==> src/sv/agpc_pkg.sv <==
// Shared types, constants and the control store for the adaptive gain PWM controller.
// Used by agpc_regs and adaptive_gain_pwm_controller; depends on nothing else.
package agpc_pkg;

  localparam int unsigned AdcBits   = 10;
  localparam int unsigned SampleW   = 10;
  localparam int unsigned CompareW  = 16;
  localparam int unsigned RefW      = 10;
  localparam int unsigned DividendW = SampleW + RefW;
  localparam int unsigned ProdW     = 2 * CompareW;
  localparam int unsigned ScaledW   = ProdW - AdcBits;
  localparam int unsigned DivCntW   = $clog2(DividendW + 1);
  localparam int unsigned UpcW      = 4;
  localparam int unsigned PaddrW    = 4;
  localparam int unsigned PdataW    = 32;

  // command codes
  localparam logic [1:0] CmdEnvelope = 2'd0;
  localparam logic [1:0] CmdInput    = 2'd1;
  localparam logic [1:0] CmdTick     = 2'd2;

  // register indexes (paddr[3:2])
  localparam logic [1:0] RegRefAmp    = 2'd0;
  localparam logic [1:0] RegThreshold = 2'd1;
  localparam logic [1:0] RegPeriod    = 2'd2;
  localparam logic [1:0] RegLedOn     = 2'd3;

  localparam logic [RefW-1:0]     RefAmpReset    = RefW'(465);
  localparam logic [SampleW-1:0]  ThresholdReset = SampleW'(62);
  localparam logic [CompareW-1:0] PeriodReset    = CompareW'(66);
  localparam logic [CompareW-1:0] LedOnReset     = CompareW'(5);

  typedef struct packed {
    logic [1:0]         command;
    logic [SampleW-1:0] sample;
  } in_item_t;

  typedef struct packed {
    logic [CompareW-1:0] pwm_compare;
    logic [CompareW-1:0] pending_compare;
    logic [CompareW-1:0] led_compare;
    logic                fault;
  } out_item_t;

  typedef struct packed {
    logic [RefW-1:0]     reference_amplitude;
    logic [SampleW-1:0]  min_envelope;
    logic [CompareW-1:0] period_ticks;
    logic [CompareW-1:0] led_on_time;
  } cfg_t;

  // microcode addresses
  localparam logic [UpcW-1:0] UpcIdle     = 4'd0;
  localparam logic [UpcW-1:0] UpcDispatch = 4'd1;
  localparam logic [UpcW-1:0] UpcEnv      = 4'd2;
  localparam logic [UpcW-1:0] UpcInp      = 4'd3;
  localparam logic [UpcW-1:0] UpcTick     = 4'd4;
  localparam logic [UpcW-1:0] UpcCheck    = 4'd5;
  localparam logic [UpcW-1:0] UpcCompute  = 4'd6;
  localparam logic [UpcW-1:0] UpcMulGain  = 4'd7;
  localparam logic [UpcW-1:0] UpcDiv      = 4'd8;
  localparam logic [UpcW-1:0] UpcSat      = 4'd9;
  localparam logic [UpcW-1:0] UpcPass     = 4'd10;
  localparam logic [UpcW-1:0] UpcMulPer   = 4'd11;
  localparam logic [UpcW-1:0] UpcScale    = 4'd12;
  localparam logic [UpcW-1:0] UpcDone     = 4'd13;

  typedef enum logic [3:0] {
    OP_NOP, OP_LATCH, OP_ENV, OP_INP, OP_TICK, OP_MULG,
    OP_DIV, OP_SAT, OP_PASS, OP_MULP, OP_SCALE, OP_EMIT
  } op_e;

  typedef enum logic [1:0] {
    HOLD_NONE, HOLD_ITEM, HOLD_OUT
  } hold_e;

  typedef enum logic [2:0] {
    COND_NEVER, COND_ALWAYS, COND_FAULT, COND_DIV_MORE, COND_DISPATCH
  } cond_e;

  typedef struct packed {
    op_e             op;
    hold_e           hold;
    cond_e           cond;
    logic [UpcW-1:0] target;
  } ucode_t;

  function automatic ucode_t ucode_rom(input logic [UpcW-1:0] upc);
    ucode_t w;
    w = '{op: OP_NOP, hold: HOLD_NONE, cond: COND_ALWAYS, target: UpcIdle};
    unique case (upc)
      UpcIdle:     w = '{op: OP_LATCH, hold: HOLD_ITEM, cond: COND_NEVER,    target: UpcIdle};
      UpcDispatch: w = '{op: OP_NOP,   hold: HOLD_NONE, cond: COND_DISPATCH, target: UpcIdle};
      UpcEnv:      w = '{op: OP_ENV,   hold: HOLD_NONE, cond: COND_ALWAYS,   target: UpcCheck};
      UpcInp:      w = '{op: OP_INP,   hold: HOLD_NONE, cond: COND_ALWAYS,   target: UpcCompute};
      UpcTick:     w = '{op: OP_TICK,  hold: HOLD_NONE, cond: COND_ALWAYS,   target: UpcDone};
      UpcCheck:    w = '{op: OP_NOP,   hold: HOLD_NONE, cond: COND_FAULT,    target: UpcDone};
      UpcCompute:  w = '{op: OP_NOP,   hold: HOLD_NONE, cond: COND_FAULT,    target: UpcPass};
      UpcMulGain:  w = '{op: OP_MULG,  hold: HOLD_NONE, cond: COND_NEVER,    target: UpcIdle};
      UpcDiv:      w = '{op: OP_DIV,   hold: HOLD_NONE, cond: COND_DIV_MORE, target: UpcDiv};
      UpcSat:      w = '{op: OP_SAT,   hold: HOLD_NONE, cond: COND_ALWAYS,   target: UpcMulPer};
      UpcPass:     w = '{op: OP_PASS,  hold: HOLD_NONE, cond: COND_NEVER,    target: UpcIdle};
      UpcMulPer:   w = '{op: OP_MULP,  hold: HOLD_NONE, cond: COND_NEVER,    target: UpcIdle};
      UpcScale:    w = '{op: OP_SCALE, hold: HOLD_NONE, cond: COND_NEVER,    target: UpcIdle};
      UpcDone:     w = '{op: OP_EMIT,  hold: HOLD_OUT,  cond: COND_ALWAYS,   target: UpcIdle};
      default:     w = '{op: OP_NOP,   hold: HOLD_NONE, cond: COND_ALWAYS,   target: UpcIdle};
    endcase
    return w;
  endfunction

endpackage

==> src/sv/agpc_regs.sv <==
// APB register file for the adaptive gain PWM controller.
// Depends on agpc_pkg for the register map and the cfg_t bundle.
module agpc_regs (
  input  logic                         clk_i,
  input  logic                         rst_ni,
  input  logic                         psel,
  input  logic                         penable,
  input  logic                         pwrite,
  input  logic [agpc_pkg::PaddrW-1:0]  paddr,
  input  logic [agpc_pkg::PdataW-1:0]  pwdata,
  output logic [agpc_pkg::PdataW-1:0]  prdata,
  output logic                         pready,
  output agpc_pkg::cfg_t               cfg_o
);

  agpc_pkg::cfg_t cfg_q;
  logic           wr_en;
  logic [1:0]     reg_idx;

  assign pready  = 1'b1;
  assign wr_en   = psel && penable && pwrite;
  assign reg_idx = paddr[3:2];

  always_ff @(posedge clk_i or negedge rst_ni) begin
    if (!rst_ni) begin
      cfg_q.reference_amplitude <= agpc_pkg::RefAmpReset;
      cfg_q.min_envelope        <= agpc_pkg::ThresholdReset;
      cfg_q.period_ticks        <= agpc_pkg::PeriodReset;
      cfg_q.led_on_time         <= agpc_pkg::LedOnReset;
    end else if (wr_en) begin
      unique case (reg_idx)
        agpc_pkg::RegRefAmp:    cfg_q.reference_amplitude <= pwdata[agpc_pkg::RefW-1:0];
        agpc_pkg::RegThreshold: cfg_q.min_envelope <= pwdata[agpc_pkg::SampleW-1:0];
        agpc_pkg::RegPeriod:    cfg_q.period_ticks <= pwdata[agpc_pkg::CompareW-1:0];
        agpc_pkg::RegLedOn:     cfg_q.led_on_time <= pwdata[agpc_pkg::CompareW-1:0];
        default: ;
      endcase
    end
  end

  always_comb begin
    prdata = '0;
    unique case (reg_idx)
      agpc_pkg::RegRefAmp:
        prdata = agpc_pkg::PdataW'(cfg_q.reference_amplitude);
      agpc_pkg::RegThreshold:
        prdata = agpc_pkg::PdataW'(cfg_q.min_envelope);
      agpc_pkg::RegPeriod:
        prdata = agpc_pkg::PdataW'(cfg_q.period_ticks);
      agpc_pkg::RegLedOn:
        prdata = agpc_pkg::PdataW'(cfg_q.led_on_time);
      default: prdata = '0;
    endcase
  end

  assign cfg_o = cfg_q;

endmodule

==> src/sv/adaptive_gain_pwm_controller.sv <==
// Adaptive gain PWM controller top level: microcoded sequencer plus datapath.
// Depends on agpc_pkg (types, control store) and agpc_regs (APB registers).
//
//   channel | ports                                   | direction
//   --------+-----------------------------------------+----------
//   in      | in_valid_i, in_stall_o, in_data_i       | sink
//   out     | out_valid_o, out_stall_i, out_data_o    | source
//   cfg     | psel, penable, pwrite, paddr, pwdata,   | APB slave
//           | prdata, pready                          |
//
// One item at a time. An unknown command goes straight to the emit step; a tick updates
// the compares first; a faulting envelope is checked, then emitted; an input sample while
// faulted skips the divider and is scaled by the period; an input sample under gain and an
// envelope that clears the fault run the restoring divider (one quotient bit per cycle
// over 20 bits) before saturation and period scaling. The next beat is taken as soon as the
// sequencer is back at idle, while an earlier result may still sit in the output register.
// Reset is asynchronous and active low; no clearing pass. A stalled output holds
// the sequencer at its emit step only.
module adaptive_gain_pwm_controller (
  input  logic                         clk_i,
  input  logic                         rst_ni,
  input  logic                         in_valid_i,
  output logic                         in_stall_o,
  input  agpc_pkg::in_item_t           in_data_i,
  output logic                         out_valid_o,
  input  logic                         out_stall_i,
  output agpc_pkg::out_item_t          out_data_o,
  input  logic                         psel,
  input  logic                         penable,
  input  logic                         pwrite,
  input  logic [agpc_pkg::PaddrW-1:0]  paddr,
  input  logic [agpc_pkg::PdataW-1:0]  pwdata,
  output logic [agpc_pkg::PdataW-1:0]  prdata,
  output logic                         pready
);

  agpc_pkg::cfg_t cfg;

  agpc_regs u_regs (
    .clk_i   (clk_i),
    .rst_ni  (rst_ni),
    .psel    (psel),
    .penable (penable),
    .pwrite  (pwrite),
    .paddr   (paddr),
    .pwdata  (pwdata),
    .prdata  (prdata),
    .pready  (pready),
    .cfg_o   (cfg)
  );

  // sequencer
  logic [agpc_pkg::UpcW-1:0] upc_q, upc_d;
  agpc_pkg::ucode_t          uw;
  logic                      hold_ok;
  logic                      cond_ok;
  logic [agpc_pkg::UpcW-1:0] dispatch_upc;
  logic                      accept;

  // state and datapath
  logic [1:0]                          cmd_q;
  logic [agpc_pkg::SampleW-1:0]        sample_q;
  logic [agpc_pkg::SampleW-1:0]        envelope_q;
  logic                                fault_q;
  logic [agpc_pkg::SampleW-1:0]        last_q;
  logic [agpc_pkg::CompareW-1:0]       next_q;
  logic [agpc_pkg::CompareW-1:0]       active_q;
  logic [agpc_pkg::CompareW-1:0]       led_q;
  logic [agpc_pkg::DividendW-1:0]      dvd_q;
  logic [agpc_pkg::SampleW-1:0]        rem_q;
  logic [agpc_pkg::DivCntW-1:0]        div_cnt_q;
  logic [agpc_pkg::CompareW-1:0]       amp_q;
  logic [agpc_pkg::ProdW-1:0]          prod_q;
  logic [agpc_pkg::SampleW:0]          rem_shift;
  logic [agpc_pkg::SampleW:0]          rem_sub;
  logic                                qbit;
  logic [agpc_pkg::ScaledW-1:0]        scaled;
  logic                                scaled_over;

  logic                      out_valid_q;
  agpc_pkg::out_item_t       out_q;
  logic                      out_free;

  assign uw       = agpc_pkg::ucode_rom(upc_q);
  assign out_free = !out_valid_q || !out_stall_i;
  assign accept   = (upc_q == agpc_pkg::UpcIdle) && in_valid_i;

  always_comb begin
    unique case (cmd_q)
      agpc_pkg::CmdEnvelope: dispatch_upc = agpc_pkg::UpcEnv;
      agpc_pkg::CmdInput:    dispatch_upc = agpc_pkg::UpcInp;
      agpc_pkg::CmdTick:     dispatch_upc = agpc_pkg::UpcTick;
      default:               dispatch_upc = agpc_pkg::UpcDone;
    endcase
  end

  always_comb begin
    unique case (uw.hold)
      agpc_pkg::HOLD_NONE: hold_ok = 1'b1;
      agpc_pkg::HOLD_ITEM: hold_ok = in_valid_i;
      agpc_pkg::HOLD_OUT:  hold_ok = out_free;
      default:             hold_ok = 1'b1;
    endcase
    unique case (uw.cond)
      agpc_pkg::COND_NEVER:    cond_ok = 1'b0;
      agpc_pkg::COND_ALWAYS:   cond_ok = 1'b1;
      agpc_pkg::COND_FAULT:    cond_ok = fault_q;
      agpc_pkg::COND_DIV_MORE: cond_ok = (div_cnt_q != agpc_pkg::DivCntW'(1));
      agpc_pkg::COND_DISPATCH: cond_ok = 1'b1;
      default:                 cond_ok = 1'b0;
    endcase
    if (!hold_ok) begin
      upc_d = upc_q;
    end else if (cond_ok) begin
      upc_d = (uw.cond == agpc_pkg::COND_DISPATCH) ? dispatch_upc : uw.target;
    end else begin
      upc_d = upc_q + agpc_pkg::UpcW'(1);
    end
  end

  always_ff @(posedge clk_i or negedge rst_ni) begin
    if (!rst_ni) begin
      upc_q <= agpc_pkg::UpcIdle;
    end else begin
      upc_q <= upc_d;
    end
  end

  // restoring divide step: remainder stays below the envelope
  assign rem_shift = {rem_q, dvd_q[agpc_pkg::DividendW-1]};
  assign rem_sub   = rem_shift - {1'b0, envelope_q};
  assign qbit      = (rem_shift >= {1'b0, envelope_q});

  assign scaled      = prod_q[agpc_pkg::ProdW-1:agpc_pkg::AdcBits];
  assign scaled_over = scaled > agpc_pkg::ScaledW'(cfg.period_ticks);

  // architectural state
  always_ff @(posedge clk_i or negedge rst_ni) begin
    if (!rst_ni) begin
      envelope_q <= '0;
      fault_q    <= 1'b1;
      last_q     <= '0;
      next_q     <= '0;
      active_q   <= '0;
      led_q      <= '0;
    end else begin
      unique case (uw.op)
        agpc_pkg::OP_ENV: begin
          envelope_q <= sample_q;
          fault_q    <= (sample_q == '0) || (sample_q < cfg.min_envelope);
        end
        agpc_pkg::OP_INP: last_q <= sample_q;
        agpc_pkg::OP_TICK: begin
          active_q <= next_q;
          led_q    <= fault_q ? '0 : cfg.led_on_time;
        end
        agpc_pkg::OP_SCALE:
          next_q <= scaled_over ? cfg.period_ticks : scaled[agpc_pkg::CompareW-1:0];
        default: ;
      endcase
    end
  end

  always_ff @(posedge clk_i or negedge rst_ni) begin
    if (!rst_ni) begin
      div_cnt_q <= '0;
    end else if (uw.op == agpc_pkg::OP_MULG) begin
      div_cnt_q <= agpc_pkg::DivCntW'(agpc_pkg::DividendW);
    end else if (uw.op == agpc_pkg::OP_DIV) begin
      div_cnt_q <= div_cnt_q - agpc_pkg::DivCntW'(1);
    end
  end

  // datapath payload registers
  always_ff @(posedge clk_i) begin
    if (accept) begin
      cmd_q    <= in_data_i.command;
      sample_q <= in_data_i.sample;
    end
    unique case (uw.op)
      agpc_pkg::OP_MULG: begin
        dvd_q <= agpc_pkg::DividendW'(last_q) *
                 agpc_pkg::DividendW'(cfg.reference_amplitude);
        rem_q <= '0;
      end
      agpc_pkg::OP_DIV: begin
        dvd_q <= {dvd_q[agpc_pkg::DividendW-2:0], qbit};
        rem_q <= qbit ? rem_sub[agpc_pkg::SampleW-1:0] : rem_shift[agpc_pkg::SampleW-1:0];
      end
      agpc_pkg::OP_SAT:
        amp_q <= (|dvd_q[agpc_pkg::DividendW-1:agpc_pkg::CompareW]) ?
                 '1 : dvd_q[agpc_pkg::CompareW-1:0];
      agpc_pkg::OP_PASS: amp_q <= agpc_pkg::CompareW'(last_q);
      agpc_pkg::OP_MULP:
        prod_q <= agpc_pkg::ProdW'(cfg.period_ticks) * agpc_pkg::ProdW'(amp_q);
      default: ;
    endcase
  end

  // output register
  always_ff @(posedge clk_i or negedge rst_ni) begin
    if (!rst_ni) begin
      out_valid_q <= 1'b0;
    end else if (uw.op == agpc_pkg::OP_EMIT && out_free) begin
      out_valid_q <= 1'b1;
    end else if (!out_stall_i) begin
      out_valid_q <= 1'b0;
    end
  end

  always_ff @(posedge clk_i) begin
    if (uw.op == agpc_pkg::OP_EMIT && out_free) begin
      out_q.pwm_compare     <= active_q;
      out_q.pending_compare <= next_q;
      out_q.led_compare     <= led_q;
      out_q.fault           <= fault_q;
    end
  end

  assign in_stall_o  = (upc_q != agpc_pkg::UpcIdle);
  assign out_valid_o = out_valid_q;
  assign out_data_o  = out_q;

  a_accept_dispatch: assert property (@(posedge clk_i) disable iff (!rst_ni)
    accept |=> (upc_q == agpc_pkg::UpcDispatch))
    else $error("accepted beat not followed by dispatch");

  a_emit_loads: assert property (@(posedge clk_i) disable iff (!rst_ni)
    (upc_q == agpc_pkg::UpcDone && out_free) |=> (out_valid_q && upc_q == agpc_pkg::UpcIdle))
    else $error("emit step did not load output register");

  a_div_count: assert property (@(posedge clk_i) disable iff (!rst_ni)
    (upc_q == agpc_pkg::UpcDiv) |-> (div_cnt_q != '0))
    else $error("divider stepped with exhausted count");

  a_no_zero_divisor: assert property (@(posedge clk_i) disable iff (!rst_ni)
    !fault_q |-> (envelope_q != '0))
    else $error("fault clear with zero envelope");

  a_div_from_gain: assert property (@(posedge clk_i) disable iff (!rst_ni)
    (upc_q == agpc_pkg::UpcSat) |-> ($past(upc_q) == agpc_pkg::UpcDiv && !fault_q))
    else $error("saturation step reached outside gain path");

endmodule

==> config.mk <==
export PLATFORM = sky130hd
export DESIGN_NAME = adaptive_gain_pwm_controller
export DESIGN_NICKNAME = d
export VERILOG_FILES = /design/src/sv/agpc_pkg.sv /design/src/sv/agpc_regs.sv /design/src/sv/adaptive_gain_pwm_controller.sv
export SDC_FILE = /design/constraint.sdc
export NUM_CORES = 1
export LEC_CHECK = 0
export BUFFER_PORTS_ARGS = -buffer_cell sky130_fd_sc_hd__buf_2
export CAP_MARGIN = 20
export CELL_PAD_IN_SITES_DETAIL_PLACEMENT = 0
export CELL_PAD_IN_SITES_GLOBAL_PLACEMENT = 1
export CORE_AREA = 2 2 220 222
export DETAILED_ROUTE_END_ITERATION = 10
export DIE_AREA = 0 0 222 224
export PLACE_DENSITY_LB_ADDON = 0.1
export SETUP_SLACK_MARGIN = 0.1
export SLEW_MARGIN = 20
export SYNTH_ARGS = -nofsm -noshare
export SYNTH_HDL_FRONTEND = slang
export SYNTH_SLANG_ARGS = --single-unit
==> constraint.sdc <==
create_clock -name clk_i -period 7.7 [get_ports clk_i]
set_input_delay 1.54 -clock clk_i [delete_from_list [all_inputs] [get_ports clk_i]]
set_output_delay 1.54 -clock clk_i [all_outputs]
set_load 0.05 [all_outputs]
==> Flow_metrics.wiki, run 1 <==
{| class="wikitable"
! Metric !! Value
|-
| Count of different cell masters after synthesis || 76
|-
| Result of the run || complete, no violations
|-
| Proportion of synthesized chip area in sequential cells || 30.5%
|-
| Fin. max-slew vios || 0
|-
| Synthesized instance count || 2,339
|-
| Area of the die || 49,700 sq um
|-
| Xor and xnor fraction of the mapped netlist area || 1.56%
|-
| Clock latency at the later pin of the worst-skew pair || 0.57 ns
|-
| Cells traversed along the worst timing path || buf_4 -> nand2_1 -> fa_1 -> inv_1 -> fa_1 -> ha_1 -> fa_1 -> fa_1 -> inv_1 -> fa_1 -> inv_1 -> ha_1 -> a21oi_1 -> o21ai_0 -> a221oi_1 -> a2bb2oi_1 -> a31oi_1 -> o21ai_1 -> xor2_1
|-
| Total wirelength of the detailed-routed design || 56,600 microns
|-
| Per-instance average area after synthesis || 10.1 sq um
|-
| Chip height || 224 microns
|-
| Antenna violations before repair || 1
|-
| Total GRT Usage || 23.8%
|-
| Cell Area, Placed || 24,500 sq um
|-
| Final core utilization || 53.8%
|-
| Global route total overflow || 0
|-
| Synthesized cell area || 23,500 sq um
|-
| Final net count || 2,899
|-
| Worst relative slew slack || 32.9%
|-
| Total number of placement rows || 80
|-
| Required time of the critical path || 8.00 ns
|-
| Detailed placer's ending HPWL || 44,000 microns
|-
| Cell taking the most area after synthesis || fa_1
|-
| Worst min-delay path class || reg2reg
|-
| Post-CTS repair timing setup buffer count || 0
|-
| Number of buffer and inverter instances along the worst setup path || 4
|-
| Compound-cell area share of the yosys netlist || 6.78%
|-
| Fraction of the cycle the final worst path needs || 85.7%
|-
| Adder-cell share of the synthesized area || 32.5%
|-
| Number of max-capacitance violations reported || 0
|-
| Die width || 222 microns
|-
| Largest net degree at the start of global routing || 80
|-
| Maximum count of clock buffers along a single path || 3
|-
| Portion of synthesized cell area occupied by the leading cell type || 21.8%
|-
| Starting utilization of the core area || 49.7%
|-
| Count of nets left with antenna violations after detail routing || 0
|-
| Via count of the first global-routing pass || 17,306
|-
| Floorplan core area || 47,300 sq um
|-
| Largest family of logic cells by synthesized area || adder cells
|-
| Gpl congestion || 0.883
|-
| Most common library cells after synthesis || 385 x nand2_1, 355 x inv_1, 256 x fa_1, 202 x ha_1, 156 x and2_1
|-
| IO Port Bufs || 103
|-
| Ranking of synthesized cells by area || fa_1 22%, edfxtp_1 16%, dfrtp_1 12%
|-
| Shortest period the worst path allows || 6.60 ns
|-
| Top FF cell, synth || edfxtp_1
|-
| Async set or reset register ratio after synthesis || 50.4%
|-
| Type of the worst setup path || reg2reg
|-
| Proportion of synthesized area in mux cells || 4.93%
|-
| First-pass GRT wire length || 93,400 microns
|-
| Layout area overhead || 8.25%
|-
| CP peak stage delay || 0.97 ns
|-
| Clock-pin slew on the worst setup and hold paths || 0.06 ns
|-
| Final hold viol count || 0
|-
| Summed negative setup slack over all endpoints || 0 ns
|-
| Clock tree from TritonCTS || yes
|-
| Iteration-0 DRC count of the detailed router || 796
|-
| Clock root buffer || clkbuf_16
|-
| Most Frequent Cell on Critical Path || fa_1
|-
| Worst-case clock skew || 0.0242 ns
|-
| CTS Buf Count || 29
|-
| CTS hold repair buffers || 0
|-
| Library cell contributing the largest single delay on the critical path || dfrtp_1
|-
| Library cell with the highest instance count after synthesis || nand2_1
|-
| Number of flops mapped to enable cells by yosys || 129
|-
| Synth warn || 0
|-
| Fraction of final layout cells with drive strength greater than 1 || 11.0%
|-
| Number of storage elements in the synthesis netlist || 260
|-
| Number of sinks on the clock net || 260
|-
| Kind of cell with the highest combined delay on the critical path || adder cells
|-
| DRT Pass-1 Iters || 5
|-
| DR vias/cell || 5.36
|-
| Cell area after layout || 25,500 sq um
|-
| Number of non-filler instances in the completed layout || 3,025
|-
| Setup repair after global routing missed its margin || no
|-
| Worst slew pin tran || 1.01 ns
|-
| Number of cells after detailed placement || 2,970
|-
| Sort of element at the start of the critical path || flop
|-
| Category of the worst setup path capture point || flop
|-
| Number of failing setup endpoints in the final timing report || 0
|-
| Critical path data arrival time || 6.89 ns
|-
| DRC Markers || 0
|-
| Peak clock frequency supported by timing || 152 MHz
|-
| I/O pin cnt || 139
|-
| DR WL/cell || 18.7 microns
|-
| Number of gates resized after CTS || 0
|-
| Clock H-tree levels || 1
|-
| Fraction of the mapped netlist area in simple logic gates || 15.4%
|-
| Maximum fanout along the worst path || 14
|-
| Overall via count from detail_route || 16,207
|}
## kinds of logic after synthesis
| logic type | after synthesis |
|---|---|
| AND/OR/NAND/NOR | 750 |
| buffers and inverters | 482 |
| adder cells (fa/ha/maj) | 458 |
| flip-flops | 260 |
| AO/OA/AOI/OAI | 249 |
| multiplexers | 96 |
| XOR/XNOR | 42 |
| other | 2 |
## state kept, by name (all words and copies together) (netlist names)
signal	flops
active_q	16
amp_q	16
cmd_q	2
div_cnt_q	5
dvd_q	20
envelope_q	10
fault_q	1
last_q	10
led_q	16
next_q	16
out_data_o	49
out_valid_o	1
prod_q	22
rem_q	10
sample_q	10
u_regs.cfg_o	52
upc_q	4
## per-stage QoR
step	setup slack, ns	hold WS (ns)
floorplan	1.79	0.425
global placement	1.15	0.432
detailed placement	1.11	0.431
CTS	1.05	0.440
global route	0.735	0.455
finish	1.10	0.439
## layer usage
layer | wire length [microns] | vias to the layer above | global-route usage [%]
met3 | 1900 | 86 | 2.35
met1 | 24200 | 8219 | 30.9
met4 | 1700 | 0 | 6.58
met2 | 28800 | 287 | 42.6
met5 | 0 | - | 0
li1 | - | 7615 | -
## cell usage in the layout (no fill, tap or decap), types with 5 or more instances in the layout
| cell | count |
|---|---|
| a21o_1 | 26 |
| a21oi_1 | 66 |
| a31oi_1 | 9 |
| and2_1 | 156 |
| and3_1 | 11 |
| buf_2 | 102 |
| buf_4 | 25 |
| clkbuf_16 | 30 |
| clkinv_2 | 9 |
| conb_1 | 17 |
| dfrtp_1 | 116 |
| dfstp_2 | 15 |
| edfxtp_1 | 129 |
| fa_1 | 256 |
| ha_1 | 202 |
| inv_1 | 355 |
| mux2_1 | 9 |
| mux2_2 | 40 |
| mux2i_1 | 36 |
| mux4_2 | 11 |
| nand2_1 | 385 |
| nand2b_1 | 6 |
| nand3_1 | 22 |
| nand3b_1 | 22 |
| nand4_1 | 15 |
| nor2_1 | 63 |
| nor2b_1 | 14 |
| nor3_1 | 14 |
| nor4_1 | 5 |
| o211ai_1 | 5 |
| o21a_1 | 15 |
| o21ai_0 | 51 |
| o21ai_1 | 26 |
| o31ai_1 | 6 |
| or3_1 | 9 |
| xnor2_1 | 22 |
| xor2_1 | 20 |
## final cells by class
type                       instances  area (sq um)
clock inverter                    19           210
multi-input combinational       1612         14500
sequential                       260          7170
inverter                         355          1330
clock buffer                      35           790
timing repair buffer             128           709
antenna                            1          2.50
tap                              615           769
fill                            4374         21900
## worst register-to-register path, stage by stage (launching register included)
cell and delay, ns:
dfrtp_1 0.97, buf_4 0.33, nand2_1 0.11, fa_1 0.55, inv_1 0.05, fa_1 0.37
ha_1 0.22, fa_1 0.49, fa_1 0.50, inv_1 0.06, fa_1 0.53, inv_1 0.04
ha_1 0.31, a21oi_1 0.22, o21ai_0 0.19, a221oi_1 0.55, a2bb2oi_1 0.21, a31oi_1 0.34
o21ai_1 0.14, xor2_1 0.16
## worst paths after layout
path | from | to | slack (ns) | depth (start not counted)
max | u_regs.cfg_o[21] | prod_q[27] | 1.10 | 19
min | active_q[11] | out_data_o[44] | 0.44 | 0
max reg2reg | u_regs.cfg_o[21] | prod_q[27] | 1.10 | 19
min reg2reg | active_q[11] | out_data_o[44] | 0.44 | 0
max in group asynchronous | rst_ni | active_q[10] | 5.43 | 2
min in group asynchronous | rst_ni | upc_q[2] | 1.00 | 1
Power of run 1 is not shown: default switching activity piles up to over one toggle a cycle in this logic, so the estimate is an artifact.
==> run 2, diff against run 1 <==
--- a/config.mk
+++ b/config.mk
@@ -5,13 +5,14 @@
 export SDC_FILE = /design/constraint.sdc
 export NUM_CORES = 1
 export LEC_CHECK = 0
+export ABC_CLOCK_PERIOD_IN_PS = 7700
 export BUFFER_PORTS_ARGS = -buffer_cell sky130_fd_sc_hd__buf_2
 export CAP_MARGIN = 20
 export CELL_PAD_IN_SITES_DETAIL_PLACEMENT = 0
 export CELL_PAD_IN_SITES_GLOBAL_PLACEMENT = 1
-export CORE_AREA = 2 2 220 222
+export CORE_AREA = 2 2 246 248
 export DETAILED_ROUTE_END_ITERATION = 10
-export DIE_AREA = 0 0 222 224
+export DIE_AREA = 0 0 248 250
 export PLACE_DENSITY_LB_ADDON = 0.1
 export SETUP_SLACK_MARGIN = 0.1
 export SLEW_MARGIN = 20
==> run 2 against run 1 <==
  * Global-route usage fell by 4.1 points
  * Sequential cell count did not move
  * Worst setup slack gained 0.018 ns
  * Sequential share of layout area is 0.18 points lower
  * Via count fell by 0.97%
  * Clock-buffer cell count increased by 11
  * Wire length up 4.4%
  * Critical path depth down 1
  * Die area up 25%
  * Fmax is 0.27% higher
  * Critical path type unchanged
  * Critical endpoint is now prod_q[28]
  * Highest routed layer unchanged
==> Flow_metrics.wiki, run 2 (synthesized netlist as in run 1, its figures left out) <==
{| class="wikitable"
! Metric !! Value
|-
| Result of the run || complete, no violations
|-
| Worst-case clock skew || 0.0311 ns
|-
| Post-CTS repair timing setup buffer count || 0
|-
| Final net count || 2,897
|-
| Number of gates resized after CTS || 0
|-
| Detailed placer's ending HPWL || 46,000 microns
|-
| Setup repair after global routing missed its margin || no
|-
| Fin. max-slew vios || 0
|-
| Number of non-filler instances in the completed layout || 3,193
|-
| Clock tree from TritonCTS || yes
|-
| Category of the worst setup path capture point || flop
|-
| Total wirelength of the detailed-routed design || 59,100 microns
|-
| Largest net degree at the start of global routing || 79
|-
| I/O pin cnt || 139
|-
| Final core utilization || 43.0%
|-
| Total number of placement rows || 90
|-
| Area of the die || 62,000 sq um
|-
| Total GRT Usage || 19.6%
|-
| Worst slew pin tran || 1.04 ns
|-
| Largest register FFs || 52
|-
| Critical path data arrival time || 6.86 ns
|-
| Sort of element at the start of the critical path || flop
|-
| Number of sinks on the clock net || 260
|-
| Gpl congestion || 0.836
|-
| Clock root buffer || clkbuf_16
|-
| Summed negative setup slack over all endpoints || 0 ns
|-
| Count of nets left with antenna violations after detail routing || 0
|-
| Clock-pin slew on the worst setup and hold paths || 0.06 ns
|-
| Maximum count of clock buffers along a single path || 3
|-
| Most common library cell in the layout ignoring fill and taps || nand2_1
|-
| DRT Pass-1 Iters || 5
|-
| Antenna violations before repair || 2
|-
| Starting utilization of the core area || 39.5%
|-
| Floorplan core area || 59,600 sq um
|-
| Required time of the critical path || 7.98 ns
|-
| Clock latency at the later pin of the worst-skew pair || 0.58 ns
|-
| Global route total overflow || 0
|-
| IO Port Bufs || 103
|-
| Peak clock frequency supported by timing || 152 MHz
|-
| DRC Markers || 0
|-
| Chip height || 250 microns
|-
| Filler cell count || 5,871
|-
| DR vias/cell || 5.03
|-
| Type of the worst setup path || reg2reg
|-
| CTS Buf Count || 31
|-
| Most frequent cells in the layout || 385 x nand2_1, 355 x inv_1, 256 x fa_1
|-
| Via count of the first global-routing pass || 17,065
|-
| Overall via count from detail_route || 16,050
|-
| CTS hold repair buffers || 0
|-
| Fraction of final layout cells with drive strength greater than 1 || 10.5%
|-
| Clock H-tree levels || 1
|-
| Layout area overhead || 8.96%
|-
| Iteration-0 DRC count of the detailed router || 669
|-
| Worst min-delay path class || reg2reg
|-
| Number of failing setup endpoints in the final timing report || 0
|-
| Number of cells after detailed placement || 3,133
|-
| Maximum fanout along the worst path || 16
|-
| Number of max-capacitance violations reported || 0
|-
| Die width || 248 microns
|-
| Shortest period the worst path allows || 6.58 ns
|-
| Worst relative slew slack || 30.3%
|-
| First-pass GRT wire length || 95,700 microns
|-
| Fraction of the cycle the final worst path needs || 85.5%
|-
| Final hold viol count || 0
|-
| DR WL/cell || 18.5 microns
|}
-- run 2: cell type report --
class	count	area, sq um	area share [%]
flip-flops and latches	260	7170	28.0
clock inverters	12	123	0.478
well taps	782	978	3.82
inverters	355	1330	5.20
diodes	2	5.00	0.0195
multi-input cells	1612	14500	56.5
clock buffers	46	863	3.37
repair buffers	124	679	2.65
-- run 2: metrics by stage --
stage	setup slack [ns]	hold slack, ns	instance area [sq um]
3_5_place_dp	1.17	0.431	24600
6_report	1.12	0.444	25600
5_1_grt	0.832	0.451	25600
4_1_cts	1.11	0.445	25600
2_1_floorplan	1.79	0.425	23600
3_3_place_gp	1.10	0.432	24600
-- run 2: path summary, 6_finish.rpt --
| check | slack (ns) | to | cells past startpoint | start |
|---|---|---|---|---|
| max | 1.12 | prod_q[28] | 18 | amp_q[1] |
| min | 0.44 | out_data_o[44] | 0 | active_q[11] |
| max reg2reg | 1.12 | prod_q[28] | 18 | amp_q[1] |
| min reg2reg | 0.44 | out_data_o[44] | 0 | active_q[11] |
| max in group asynchronous | 5.44 | next_q[8] | 2 | rst_ni |
| min in group asynchronous | 0.98 | upc_q[2] | 1 | rst_ni |
-- run 2: critical path, stage by stage, from the launching register on --
cell and delay, ns:
edfxtp_1 0.88, nand2_1 0.18, fa_1 0.55, fa_1 0.60
fa_1 0.46, fa_1 0.56, inv_1 0.06, fa_1 0.49
inv_1 0.05, fa_1 0.47, inv_1 0.04, ha_1 0.37
a21o_1 0.24, nand2b_1 0.14, a21oi_1 0.23, o41ai_4 0.12
a2111oi_2 0.53, o41ai_1 0.17, xor2_1 0.16
-- run 2: layer usage --
layer | up-vias | part of all wire (%) | track usage [%]
met5 | - | 0 | 0
met4 | 0 | 1.6 | 3.13
met3 | 51 | 2.4 | 1.71
met2 | 176 | 52 | 35.0
met1 | 8219 | 44 | 26.3
li1 | 7604 | - | -
Power of run 2 is left out for the same reason.
==> run 3, diff against run 2 <==
==> constraint.sdc (replaced) <==
create_clock -name clk_i -period 7.7 [get_ports clk_i]
set_input_delay 0.77 -clock clk_i [delete_from_list [all_inputs] [get_ports clk_i]]
set_output_delay 0.77 -clock clk_i [all_outputs]
set_load 0.05 [all_outputs]
==> run 3 against run 2 <==
  * Worst setup slack got worse by 0.0055 ns
  * Largest cell class unchanged
  * Die area is the same
  * Cell count is 0.13% higher
  * Register-to-register slack hardly changed
  * Worst hold slack worse by 0.26 ns
  * Utilization up 0.11 points
==> Flow_metrics.wiki, run 3 (synthesized netlist as in run 1, its figures left out) <==
{| class="wikitable"
! Metric !! Value
|-
| Total GRT Usage || 19.9%
|-
| Clock latency at the later pin of the worst-skew pair || 0.59 ns
|-
| Starting utilization of the core area || 39.5%
|-
| Category of the worst setup path capture point || flop
|-
| Total number of placement rows || 90
|-
| Largest register FFs || 52
|-
| Result of the run || complete, no violations
|-
| Fraction of the cycle the final worst path needs || 85.5%
|-
| CTS hold repair buffers || 0
|-
| Summed negative setup slack over all endpoints || 0 ns
|-
| Worst-case clock skew || 0.0265 ns
|-
| Shortest period the worst path allows || 6.59 ns
|-
| Detailed placer's ending HPWL || 46,600 microns
|-
| Via count of the first global-routing pass || 17,517
|-
| Peak clock frequency supported by timing || 152 MHz
|-
| Fin. max-slew vios || 0
|-
| DR WL/cell || 18.6 microns
|-
| Type of the worst setup path || reg2reg
|-
| Die width || 248 microns
|-
| Most common library cell in the layout ignoring fill and taps || nand2_1
|-
| Most frequent cells in the layout || 385 x nand2_1, 355 x inv_1, 256 x fa_1
|-
| Setup repair after global routing missed its margin || no
|-
| DRT Pass-1 Iters || 6
|-
| Area of the die || 62,000 sq um
|-
| Maximum count of clock buffers along a single path || 3
|-
| Clock H-tree levels || 1
|-
| GR met3 Demand/Resource || 1.82%
|-
| Post-CTS repair timing setup buffer count || 0
|-
| Chip height || 250 microns
|-
| Gpl congestion || 0.858
|-
| Required time of the critical path || 8.01 ns
|-
| Clock tree from TritonCTS || yes
|-
| Largest net degree at the start of global routing || 70
|-
| Maximum fanout along the worst path || 14
|-
| Floorplan core area || 59,600 sq um
|-
| DRC Markers || 0
|-
| I/O pin cnt || 139
|-
| DR vias/cell || 5.07
|-
| Worst slew pin tran || 1.03 ns
|-
| Layer carrying the most global-route usage || met2
|-
| Met2 routing resource usage after global routing || 35.2%
|-
| IO Port Bufs || 103
|-
| Overall via count from detail_route || 16,195
|-
| Total wirelength of the detailed-routed design || 59,500 microns
|-
| CTS Buf Count || 31
|-
| Sort of element at the start of the critical path || flop
|-
| Iteration-0 DRC count of the detailed router || 670
|-
| Clock-pin slew on the worst setup and hold paths || 0.06 ns
|-
| Final net count || 2,901
|-
| Number of gates resized after CTS || 0
|-
| Number of failing setup endpoints in the final timing report || 0
|-
| Antenna violations before repair || 1
|-
| Number of max-capacitance violations reported || 0
|-
| Layout area overhead || 9.25%
|-
| Clock root buffer || clkbuf_16
|-
| Worst min-delay path class || in2async
|-
| Global-route track usage on met1 || 26.8%
|-
| Number of sinks on the clock net || 260
|-
| Count of nets left with antenna violations after detail routing || 0
|-
| Final hold viol count || 0
|-
| Global route total overflow || 0
|-
| First-pass GRT wire length || 97,600 microns
|-
| Final core utilization || 43.1%
|-
| Fraction of final layout cells with drive strength greater than 1 || 11.0%
|-
| Worst relative slew slack || 31.4%
|-
| Critical path data arrival time || 6.90 ns
|}
==> run 3: cell types whose count changed in the layout (fill, tap and decap cells not counted), moves of 2 or more <==
| cell | delta |
|---|---|
| buf_4 | +4 |
| clkinvlp_4 | +2 |
| clkbuf_1 | -7 |
| clkinv_4 | +2 |
| clkbuf_8 | +6 |
| inv_6 | -4 |
| inv_4 | +2 |
==> run 3: layout make-up <==
class	instances	area (sq um)
diodes	2	5.00
clock buffers	44	895
clock inverters	14	129
fillers	5858	33900
inverters	355	1330
multi-input cells	1612	14500
flip-flops and latches	260	7170
well taps	782	978
repair buffers	128	709
==> run 3: final timing paths <==
kind                                  start              to  slack, ns  cells past startpoint
setup / recovery           u_regs.cfg_o[21]      prod_q[27]       1.11                     19
hold / removal                       rst_ni        upc_q[2]       0.18                      1
setup reg to reg           u_regs.cfg_o[21]      prod_q[27]       1.11                     19
hold reg to reg                 active_q[1]  out_data_o[34]       0.45                      0
max in group asynchronous            rst_ni       next_q[2]       6.13                      2
min in group clk_i            in_data_i[10]        cmd_q[0]       0.35                      1
==> run 3: worst max-delay path, cell delays in order, from the launching register on <==
cell	delay, ns
dfrtp_1	0.85
buf_4	0.31
nand2_1	0.09
fa_1	0.54
inv_1	0.05
fa_1	0.37
ha_1	0.22
fa_1	0.49
fa_1	0.49
inv_1	0.05
fa_1	0.53
inv_1	0.05
ha_1	0.31
a21oi_1	0.23
o21ai_0	0.21
a221oi_1	0.58
a2bb2oi_1	0.23
a31oi_1	0.40
o21ai_1	0.15
xor2_1	0.17
==> run 3: per-layer routing <==
layer	share of wire [%]	wire, microns	up-vias
met5	0	0	-
met4	1.7	1010	0
met3	2.5	1470	64
met2	51	30200	199
met1	45	26900	8329
li1	-	-	7603
==> run 3: metrics by stage <==
| step | hold WS, ns | worst slack [ns] | instance area, sq um | std cells |
|---|---|---|---|---|
| floorplan | 0.425 | 1.79 | 23600 | 2354 |
| global placement | 0.434 | 1.16 | 24700 | 3137 |
| detailed placement | 0.434 | 1.09 | 24700 | 3137 |
| CTS | 0.193 | 1.06 | 25700 | 3195 |
| global route | 0.215 | 0.715 | 25700 | 3196 |
| finish | 0.184 | 1.11 | 25700 | 3197 |
Power of run 3 is left out for the same reason.
